===== src/gfq_pkg.sv =====
package gfq_pkg;

	localparam int CAPACITY    = 64;
	localparam int NUM_GROUPS  = 16;
	localparam int ID_BITS     = 16;
	localparam int GROUP_BITS  = 5;
	localparam int STATUS_BITS = 3;

	localparam int SLOT_W = (CAPACITY > 1) ? $clog2(CAPACITY) : 1;
	localparam int FCNT_W = $clog2(CAPACITY + 1);
	localparam int GRP_W  = (NUM_GROUPS > 1) ? $clog2(NUM_GROUPS) : 1;
	localparam int OCNT_W = $clog2(NUM_GROUPS + 1);

	typedef enum logic [STATUS_BITS-1:0] {
		ST_ENQUEUED = 3'd0,
		ST_IGNORED  = 3'd1,
		ST_DROPPED  = 3'd2,
		ST_DEQUEUED = 3'd3,
		ST_EMPTY    = 3'd4
	} status_t;

	function automatic logic [SLOT_W-1:0] slot_inc(input logic [SLOT_W-1:0] v);
		return (v == SLOT_W'(CAPACITY - 1)) ? '0 : v + SLOT_W'(1);
	endfunction

	function automatic logic [GRP_W-1:0] grp_inc(input logic [GRP_W-1:0] v);
		return (v == GRP_W'(NUM_GROUPS - 1)) ? '0 : v + GRP_W'(1);
	endfunction

endpackage


===== src/grouped_fifo_queue.sv =====
// Result: an accepted item's status and id are registered in the output register.
// Throughput: one item per cycle while results are taken; each item is one pass
// through the group tables, slot memories read ahead into per-group head registers.
// Reset: counters, pointers and group sizes clear; the free list comes up full
// through a fill count, so no clearing pass runs and items are taken at once.
module grouped_fifo_queue (
	input  logic                           clk,
	input  logic                           arst_n,
	input  logic                           in_valid,
	output logic                           in_ready,
	input  logic                           kind,
	input  logic [gfq_pkg::ID_BITS-1:0]    member_id,
	input  logic [gfq_pkg::GROUP_BITS-1:0] group,
	output logic                           out_valid,
	input  logic                           out_ready,
	output logic [gfq_pkg::STATUS_BITS-1:0] status,
	output logic [gfq_pkg::ID_BITS-1:0]    out_id
);
	import gfq_pkg::*;

	logic [ID_BITS-1:0] slot_member_q [CAPACITY];
	logic [SLOT_W-1:0]  slot_link_q   [CAPACITY];
	logic [SLOT_W-1:0]  free_slots_q  [CAPACITY];

	logic [SLOT_W-1:0]  group_first_q [NUM_GROUPS];
	logic [SLOT_W-1:0]  group_last_q  [NUM_GROUPS];
	logic [FCNT_W-1:0]  group_size_q  [NUM_GROUPS];
	logic [ID_BITS-1:0] head_member_q [NUM_GROUPS];
	logic [SLOT_W-1:0]  head_link_q   [NUM_GROUPS];

	logic [GRP_W-1:0]   order_ring_q [NUM_GROUPS];
	logic [GRP_W-1:0]   order_front_q, order_back_q;
	logic [OCNT_W-1:0]  order_size_q;

	logic [SLOT_W-1:0]  free_rd_q, free_wr_q, free_head_q;
	logic               free_wrapped_q;
	logic [FCNT_W-1:0]  free_count_q;

	logic               pend_valid_q;
	logic [GRP_W-1:0]   pend_group_q;
	logic [ID_BITS-1:0] rd_member_q;
	logic [SLOT_W-1:0]  rd_link_q;

	logic               out_valid_q;
	status_t            status_q;
	logic [ID_BITS-1:0] out_id_q;

	logic               fire, grp_ok, do_enq, do_deq, deq_last, pend_hit, fetch;
	logic               push, pop, wrapped_next;
	logic [31:0]        grp_ext;
	logic [GRP_W-1:0]   enq_g, cur_g;
	logic [FCNT_W-1:0]  cur_size;
	logic [SLOT_W-1:0]  cur_first, cur_last, eff_link, rd_next, wr_next;
	logic [ID_BITS-1:0] eff_member;
	status_t            res_status;

	assign in_ready  = !out_valid_q || out_ready;
	assign fire      = in_valid && in_ready;
	assign out_valid = out_valid_q;
	assign status    = status_q;
	assign out_id    = out_id_q;

	assign grp_ext  = 32'(group) - 32'd1;
	assign grp_ok   = (group != '0) && (32'(group) <= 32'(NUM_GROUPS));
	assign enq_g    = grp_ext[GRP_W-1:0];
	assign cur_g    = kind ? order_ring_q[order_front_q] : enq_g;

	assign cur_size  = group_size_q[cur_g];
	assign cur_first = group_first_q[cur_g];
	assign cur_last  = group_last_q[cur_g];
	assign pend_hit  = pend_valid_q && (pend_group_q == cur_g);
	assign eff_member = pend_hit ? rd_member_q : head_member_q[cur_g];
	assign eff_link   = pend_hit ? rd_link_q : head_link_q[cur_g];

	assign do_enq   = fire && !kind && grp_ok && (free_count_q != '0);
	assign do_deq   = fire && kind && (order_size_q != '0);
	assign deq_last = (cur_size == FCNT_W'(1));
	assign fetch    = do_deq && !deq_last;

	assign pop  = do_enq;
	assign push = do_deq && (free_count_q < FCNT_W'(CAPACITY));
	assign rd_next = pop ? slot_inc(free_rd_q) : free_rd_q;
	assign wr_next = push ? slot_inc(free_wr_q) : free_wr_q;
	assign wrapped_next = free_wrapped_q || (push && (free_wr_q == SLOT_W'(CAPACITY - 1)));

	always_comb begin
		if (!kind) begin
			if (!grp_ok)
				res_status = ST_IGNORED;
			else if (free_count_q == '0)
				res_status = ST_DROPPED;
			else
				res_status = ST_ENQUEUED;
		end else begin
			res_status = (order_size_q == '0) ? ST_EMPTY : ST_DEQUEUED;
		end
	end

	// slot storage and one-ahead read of the next head
	always_ff @(posedge clk) begin
		if (do_enq) begin
			slot_member_q[free_head_q] <= member_id;
			if (cur_size != '0)
				slot_link_q[cur_last] <= free_head_q;
		end
		if (fetch) begin
			rd_member_q <= slot_member_q[eff_link];
			rd_link_q   <= slot_link_q[eff_link];
		end
		if (push)
			free_slots_q[free_wr_q] <= cur_first;
	end

	// head cache: pending fill, unless this item rewrites the same link
	always_ff @(posedge clk) begin
		if (pend_valid_q) begin
			head_member_q[pend_group_q] <= rd_member_q;
			if (!(do_enq && pend_hit && (cur_size == FCNT_W'(1))))
				head_link_q[pend_group_q] <= rd_link_q;
		end
		if (do_enq) begin
			if (cur_size == '0)
				head_member_q[cur_g] <= member_id;
			else if (cur_size == FCNT_W'(1))
				head_link_q[cur_g] <= free_head_q;
		end
		if (do_enq && (cur_size == '0))
			order_ring_q[order_back_q] <= cur_g;
	end

	always_ff @(posedge clk or negedge arst_n) begin
		if (!arst_n) begin
			for (int i = 0; i < NUM_GROUPS; i++) begin
				group_first_q[i] <= '0;
				group_last_q[i]  <= '0;
				group_size_q[i]  <= '0;
			end
			order_front_q  <= '0;
			order_back_q   <= '0;
			order_size_q   <= '0;
			free_rd_q      <= '0;
			free_wr_q      <= '0;
			free_wrapped_q <= 1'b0;
			free_count_q   <= FCNT_W'(CAPACITY);
			free_head_q    <= '0;
			pend_valid_q   <= 1'b0;
			pend_group_q   <= '0;
			out_valid_q    <= 1'b0;
		end else begin
			if (do_enq) begin
				if (cur_size == '0) begin
					group_first_q[cur_g] <= free_head_q;
					order_back_q <= grp_inc(order_back_q);
					order_size_q <= order_size_q + OCNT_W'(1);
				end
				group_last_q[cur_g] <= free_head_q;
				group_size_q[cur_g] <= cur_size + FCNT_W'(1);
			end
			if (do_deq) begin
				group_size_q[cur_g] <= cur_size - FCNT_W'(1);
				if (deq_last) begin
					order_front_q <= grp_inc(order_front_q);
					order_size_q  <= order_size_q - OCNT_W'(1);
				end else begin
					group_first_q[cur_g] <= eff_link;
				end
			end

			pend_valid_q <= fetch;
			pend_group_q <= cur_g;

			free_rd_q      <= rd_next;
			free_wr_q      <= wr_next;
			free_wrapped_q <= wrapped_next;
			if (push && !pop)
				free_count_q <= free_count_q + FCNT_W'(1);
			else if (pop && !push)
				free_count_q <= free_count_q - FCNT_W'(1);

			// never-written free entries hold their own slot number
			if (push && (free_wr_q == rd_next))
				free_head_q <= cur_first;
			else if (wrapped_next || (rd_next < wr_next))
				free_head_q <= free_slots_q[rd_next];
			else
				free_head_q <= rd_next;

			if (fire)
				out_valid_q <= 1'b1;
			else if (out_ready)
				out_valid_q <= 1'b0;
		end
	end

	always_ff @(posedge clk) begin
		if (fire) begin
			status_q <= res_status;
			out_id_q <= (res_status == ST_DEQUEUED) ? eff_member : '0;
		end
	end

endmodule


===== config.mk =====
export PLATFORM = sky130hd
export DESIGN_NAME = grouped_fifo_queue
export DESIGN_NICKNAME = d
export VERILOG_FILES = /design/src/gfq_pkg.sv /design/src/grouped_fifo_queue.sv
export SDC_FILE = /design/constraint.sdc
export NUM_CORES = 2
export LEC_CHECK = 0
export ABC_AREA = 1
export BUFFER_PORTS_ARGS = -buffer_cell sky130_fd_sc_hd__buf_2
export CAP_MARGIN = 20
export CORE_MARGIN = 2
export CORE_UTILIZATION = 60
export DETAILED_ROUTE_END_ITERATION = 12
export MAX_ROUTING_LAYER = met4
export PLACE_DENSITY = 0.76
export SETUP_SLACK_MARGIN = 0.4
export SLEW_MARGIN = 15
export SYNTH_ARGS = -nofsm -noshare
export SYNTH_HDL_FRONTEND = slang
export SYNTH_SLANG_ARGS = --single-unit
export TNS_END_PERCENT = 20

===== constraint.sdc =====
create_clock -name clk -period 8.8 [get_ports clk]
set_input_delay 2.2 -clock clk [delete_from_list [all_inputs] [get_ports clk]]
set_output_delay 2.2 -clock clk [all_outputs]
set_load 0.02 [all_outputs]

== Yosys cells after proc, flatten, opt, wreduce, memory -nomap -nowiden ==
Memory sizes are Yosys's and may differ from the RTL's. A register that Yosys moved wholly into a read port is not among the register bits.
Cells that the tools add are included.

* Bits in writable memories: 2208
* Logic and storage cells: 196
* Memories: 6
* Output and inout port bits: 21
* Flip-flop bits (word level): 352
* Input bits: 26

* Reduce and logical (&&, ||, !) cells: 38
* Equality and inequality tests: 8
* Muxes and demuxes: 67
* Add/subtract/negate cells: 11
* Order comparisons: 5
* Bitwise operators: 1

{| class="wikitable"
|+ Memories
! memory !! depth !! width !! rd ports !! clocked after memory_dff !! write ports !! RTL line !! source
|-
| slot_member_q || 64 || 16 || 1 || 1 || 1 || grouped_fifo_queue.sv:21 || <nowiki>logic [ID_BITS-1:0] slot_member_q [CAPACITY];</nowiki>
|-
| free_slots_q || 64 || 6 || 1 || 0 || 1 || grouped_fifo_queue.sv:23 || <nowiki>logic [SLOT_W-1:0] free_slots_q [CAPACITY];</nowiki>
|-
| slot_link_q || 64 || 6 || 1 || 1 || 1 || grouped_fifo_queue.sv:22 || <nowiki>logic [SLOT_W-1:0] slot_link_q [CAPACITY];</nowiki>
|-
| head_member_q || 16 || 16 || 1 || 1 || 2 || grouped_fifo_queue.sv:28 || <nowiki>logic [ID_BITS-1:0] head_member_q [NUM_GROUPS];</nowiki>
|-
| head_link_q || 16 || 6 || 1 || 0 || 2 || grouped_fifo_queue.sv:29 || <nowiki>logic [SLOT_W-1:0] head_link_q [NUM_GROUPS];</nowiki>
|-
| order_ring_q || 16 || 4 || 1 || 0 || 1 || grouped_fifo_queue.sv:31 || <nowiki>logic [GRP_W-1:0] order_ring_q [NUM_GROUPS];</nowiki>
|}

{| class="wikitable"
|+ Operators by type and width
! cell !! count
|-
| $mux W96 || 4
|-
| $bwmux W96 || 3
|-
| $bwmux W112 || 2
|-
| $mux W112 || 2
|-
| $mux W6 || 12
|-
| $bmux W6 S4 || 2
|-
| $mux W7 || 5
|-
| $bmux W7 S4 || 1
|-
| $demux W7 S4 || 1
|-
| $demux W6 S4 || 1
|-
| $mux W1 || 23
|-
| $mux W5 || 4
|-
| $logic_and A1 B1 Y1 || 18
|-
| $add A7 B1 Y7 const B || 2
|-
| $logic_not A7 Y1 || 2
|-
| $reduce_bool A7 Y1 || 2
|-
| $sub A7 B1 Y7 const B || 2
|-
| $add A6 B1 Y6 const B || 2
|-
| $eq A6 B6 Y1 const B || 2
|-
| $mux W4 || 3
|-
| $reduce_bool A5 Y1 || 2
|-
| $add A4 B1 Y4 const B || 2
|-
| $eq A4 B4 Y1 const B || 2
|-
| $eq A7 B1 Y1 const B || 1
|-
| 19 further kinds || 30
|}

== Depth between registers and ports, before layout ==
* Depth in word-level cells: 13
* Gate-level depth with buffers: 31
* Gate-level depth less buffers: 25

== Worst setup path before layout ==
Ideal clock, no wire load.

* Kind: input -> register
* Start: input port kind
* End: register free_head_q[2]
* Setup slack: 3.000 ns
* Buffers on the path: 7
* Arrival time: 5.670 ns
* Data required time: 8.670 ns
* Cell stages on the path: 18
* Setup time: 0.130 ns
* Path through: clkbuf_1 inv_1 nand2_1 nand2_1 buf_6 nand2_8 buf_4 buf_4 inv_2 buf_4 buf_2 buf_1 a22oi_1 nand2_1 nand2_1 nand4_1 o21ai_0 inv_1

* Elaborated cells between the ends (all ways): 23
* Classes of those cells: order compare: 1; eq/ne: 1; mux: 8; bitwise: 1; reduce/logical: 11; memory: 1

{| class="wikitable"
|+ RTL lines
! what !! RTL line !! source
|-
| start, declared || grouped_fifo_queue.sv:11 || <nowiki>input logic kind,</nowiki>
|-
| $mux W4 || grouped_fifo_queue.sv:66 || <nowiki>assign cur_g = kind ? order_ring_q[order_front_q] : enq_g;</nowiki>
|-
| $not A4 Y5 (not written as such) || grouped_fifo_queue.sv:69 || <nowiki>assign cur_first = group_first_q[cur_g];</nowiki>
|-
| $bmux W6 S4 || grouped_fifo_queue.sv:69 ||
|-
| $mux W6 (not written as such) (2 in a row) || grouped_fifo_queue.sv:69 ||
|-
| net cur_first[2] || grouped_fifo_queue.sv:53 || <nowiki>logic [SLOT_W-1:0] cur_first, cur_last, eff_link, rd_next, wr_next;</nowiki>
|-
| $mux W6 || grouped_fifo_queue.sv:181 || <nowiki>if (push && (free_wr_q == rd_next))</nowiki>
|-
| end signal, assigned || grouped_fifo_queue.sv:182 || <nowiki>free_head_q <= cur_first;</nowiki>
|-
| end signal, assigned || grouped_fifo_queue.sv:184 || <nowiki>free_head_q <= free_slots_q[rd_next];</nowiki>
|-
| end signal, assigned || grouped_fifo_queue.sv:186 || <nowiki>free_head_q <= rd_next;</nowiki>
|-
| end, declared || grouped_fifo_queue.sv:35 || <nowiki>logic [SLOT_W-1:0] free_rd_q, free_wr_q, free_head_q;</nowiki>
|}

The timed path passes the listed nets, and every way through them passes these cells. The select of a mux whose other input is x is not followed.
A chain may end at the register's enable or synchronous reset.

==> results.md <==
- Worst clock skew: 0.06357 ns
- Post-Syn Area: 0.1174 mm²
- Drt total wl: 334200 µm
- Leakage: 0.05042 µW
- Worst hold margin: 0.4846 ns
- Starting Density: 0.6031
- EDFF count, synth: 2249
- Htree depth: 5
- Fin area: 0.1285 mm²
- Post-Syn Instances: 11.24k
- CTS clk-pin slew, worst paths: 0.07 ns
- Yosys reg bits: 2598
- Cell Area, Placed: 0.1197 mm²
- Final number of setup-violating endpoints: 0
- Critical path class: primary input to register
- Total GRT Usage: 0.3400
- CP dominant cell by count: nand2_1
- Synth async-reset ratio: 0.1343
- Io pins: 47
- Vias per std cell: 6.303
- Max Cap Viol: 0
- CP Cell Sequence: buf_2 > inv_1 > nand2_1 > nand2_1 > inv_2 > nand2_4 > o22ai_1 > o21ai_0 > nand4_1 > inv_2 > ha_1 > nand2_1 > nor2_4 > inv_2 > nor2_8 > nand2_1 > nand2_1
- Drt first pass iters: 12
- Post-Layout Cell Count: 13.78k
- Crit path DAT: 7.57 ns
- CP max stage delay: 0.63 ns
- Clock buffer depth: 4
- TritonCTS buffer count: 286
- Layout cells sized above 1: 0.06962
- Reg2Reg Launch Point: order_front_q[1]$_DFFE_PN0P_
- Antenna violations before repair: 6
- Iter 0 DRT Violations: 13.24k
- Drc violations: 0
- Cts hold-fix bufs: 0
- DP HPWL: 195300 µm
- Per-cell routed wire length: 24.26 µm
- Port Buffers: 46
- Distinct cells, synth: 59
- CTS sink count: 2598
- Max Freq: 142.9 MHz
- Finished Core Util: 0.6606
- Min-Delay Startpoint: free_wrapped_q$_DFF_PN0_
- Crit path time final: 6.996 ns
- Final setup TNS: 0 ns
- Final ANT Viol Nets: 0
- Outcome: finished, final reports clean
- Die width: 446.3 µm
- CTS tree: yes
- DIE AREA: 0.1992 mm²
- Die Y: 446.3 µm
- Ys Warns: 0
- Worst Setup End Kind: register
- RSZ-0062 raised after global routing: false
- Nets: 11.09k
- Post-CTS Setup Repair Bufs: 0
- Register area share after synthesis: 0.6499
- P per Cell Area: 404.4 mW/mm²
- Peak supply drop: 0.6735 mV
- Slew @ Worst Pin: 1.325 ns
- Core box area: 0.1946 mm²
- Largest net degree at the start of global routing: 247
- Placed cells: 13.29k
- Max-slew violations: 0
- Worst skew pair latency: 0.93 ns
- Final Hold Violating Endpoints: 0
- Critical-path top delay cell: nand2_1
- Post-cts sizing count: 0
- P&R area growth vs syn: 9.524%
- Grt ovf: 0
- Routability Congestion: 0.9610
- CP startpoint kind: primary input
- Slew headroom: 0.1164
- First-pass GRT wire length: 500700 µm
- Period utilization: 0.7950
- Syn nets: 11.29k
- Critical Path Start: kind
- Vias: 86.83k
- Crit path max fanout: 46
- Min-Delay Path Class: register to register
- Main synth FF type: edfxtp_1
- Mean post-synth cell area: 10.44 µm²
- Row count: 162
- Root buf cell: clkbuf_16
- Worst EP required: 9.37 ns
- Vias in the first global route: 82.76k
-- final timing paths --
path                                          endpoint  slack, ns  cells past startpoint
max                        head_link_q[5][2]$_DFFE_PP_       1.80                     17
max reg2reg                head_link_q[5][2]$_DFFE_PP_       1.81                     19
min in group asynchronous       free_wr_q[0]$_DFF_PN0_       1.32                      1
min                           free_wrapped_q$_DFF_PN0_       0.48                      2
min reg2reg                   free_wrapped_q$_DFF_PN0_       0.48                      2
max in group asynchronous  group_first_q[87]$_DFF_PN0_       6.16                      2
-- critical path: cells and delay by family --
kind / cells / cell delay, ns
compound gates: 2 / 0.33
fa+ha+maj: 1 / 0.21
simple gates: 9 / 3.45
buf+inv: 5 / 1.31
-- state kept, by name (all words and copies together) (netlist names), 6 cells and up --
| signal | cells |
|---|---|
| slot_member_q | 1024 |
| free_slots_q | 384 |
| slot_link_q | 384 |
| head_member_q | 256 |
| group_size_q | 112 |
| group_first_q | 96 |
| group_last_q | 96 |
| head_link_q | 96 |
| order_ring_q | 64 |
| out_id | 16 |
| rd_member_q | 16 |
| free_count_q | 7 |
| free_head_q | 6 |
| free_rd_q | 6 |
| free_wr_q | 6 |
| rd_link_q | 6 |
-- logic make-up (layout without fill, tap and decap cells) --
logic type	count (synthesis)	count (layout)	share of synthesized area
adder cells (fa/ha/maj)	27	27	0.002942
other	0	2	0
XOR/XNOR	23	23	0.001844
AO/OA/AOI/OAI	1450	1450	0.07169
buffers and inverters	1937	1929	0.06664
flip-flops	2598	2598	0.6499
AND/OR/NAND/NOR	5205	5205	0.2070
-- placed cells by master (no fill, tap or decap), drive strengths merged, types with 2 or more instances in the layout --
master | synthesis | final
nand3 | 1661 | 1661
diode | 0 | 2
ha | 26 | 26
o31ai | 2 | 2
nor3 | 30 | 30
inv | 1139 | 1142
o22ai | 169 | 169
nand4 | 62 | 62
a2111o | 2 | 2
clkinvlp | 0 | 10
buf | 373 | 301
clkbuf | 416 | 373
nand3b | 580 | 580
a211oi | 9 | 9
dfrtp | 348 | 348
o221a | 2 | 2
bufinv | 0 | 15
a21oi | 109 | 109
o21ai | 839 | 839
o21bai | 5 | 5
a31oi | 11 | 11
or4 | 3 | 3
o211ai | 89 | 89
or2 | 15 | 15
a221oi | 7 | 7
o221ai | 55 | 55
edfxtp | 2249 | 2249
xor2 | 20 | 20
nor2 | 647 | 647
a22oi | 143 | 143
nand2 | 2206 | 2206
xnor2 | 3 | 3
a22o | 5 | 5
clkinv | 9 | 88
-- metrics by stage --
step | setup slack [ns] | power (µW)
floorplan | 3.000 | 31800
global placement | 1.196 | 39380
detailed placement | 1.061 | 39940
CTS | 1.970 | 51340
global route | 1.358 | 54260
finish | 1.804 | 51990
-- per-layer routing --
metal / routed length (µm) / global-route usage
met1: 124100 / 0.4548
met2: 153100 / 0.5129
met3: 40940 / 0.06399
met4: 16130 / 0.1469
met5: 0 / -
-- synth_stat cells, drive strengths merged, types with 20 or more instances --
cell type	number	share of area
o211ai	89	0.0057
a21oi	109	0.0046
nand3b	580	0.037
a22oi	143	0.0091
nand4	62	0.0034
clkbuf	416	0.013
o221ai	55	0.0041
o22ai	169	0.0091
buf	373	0.017
inv	1139	0.036
ha	26	0.0028
nand2	2206	0.072
dfrtp	348	0.074
o21ai	839	0.036
xor2	20	0.0016
nand3	1661	0.071
nor3	30	0.0013
edfxtp	2249	0.58
nor2	647	0.022
-- report_power, final --
part           internal (µW)  total (µW)  switching [µW]
clock                   6680       11400            4750
sequential             15700       16600             910
combinational           6410       23900           17500
-- final cells by class --
class	instances	area, µm²
multi-input combinational	6705	33430
inverter	1148	4325
tap	2542	3181
sequential	2598	76280
clock inverter	107	899.6
clock buffer	373	7839
fill	14179	66040
timing repair buffer	301	2577
antenna	2	5.005
No activity file was read; power rests on OpenSTA's default activity.
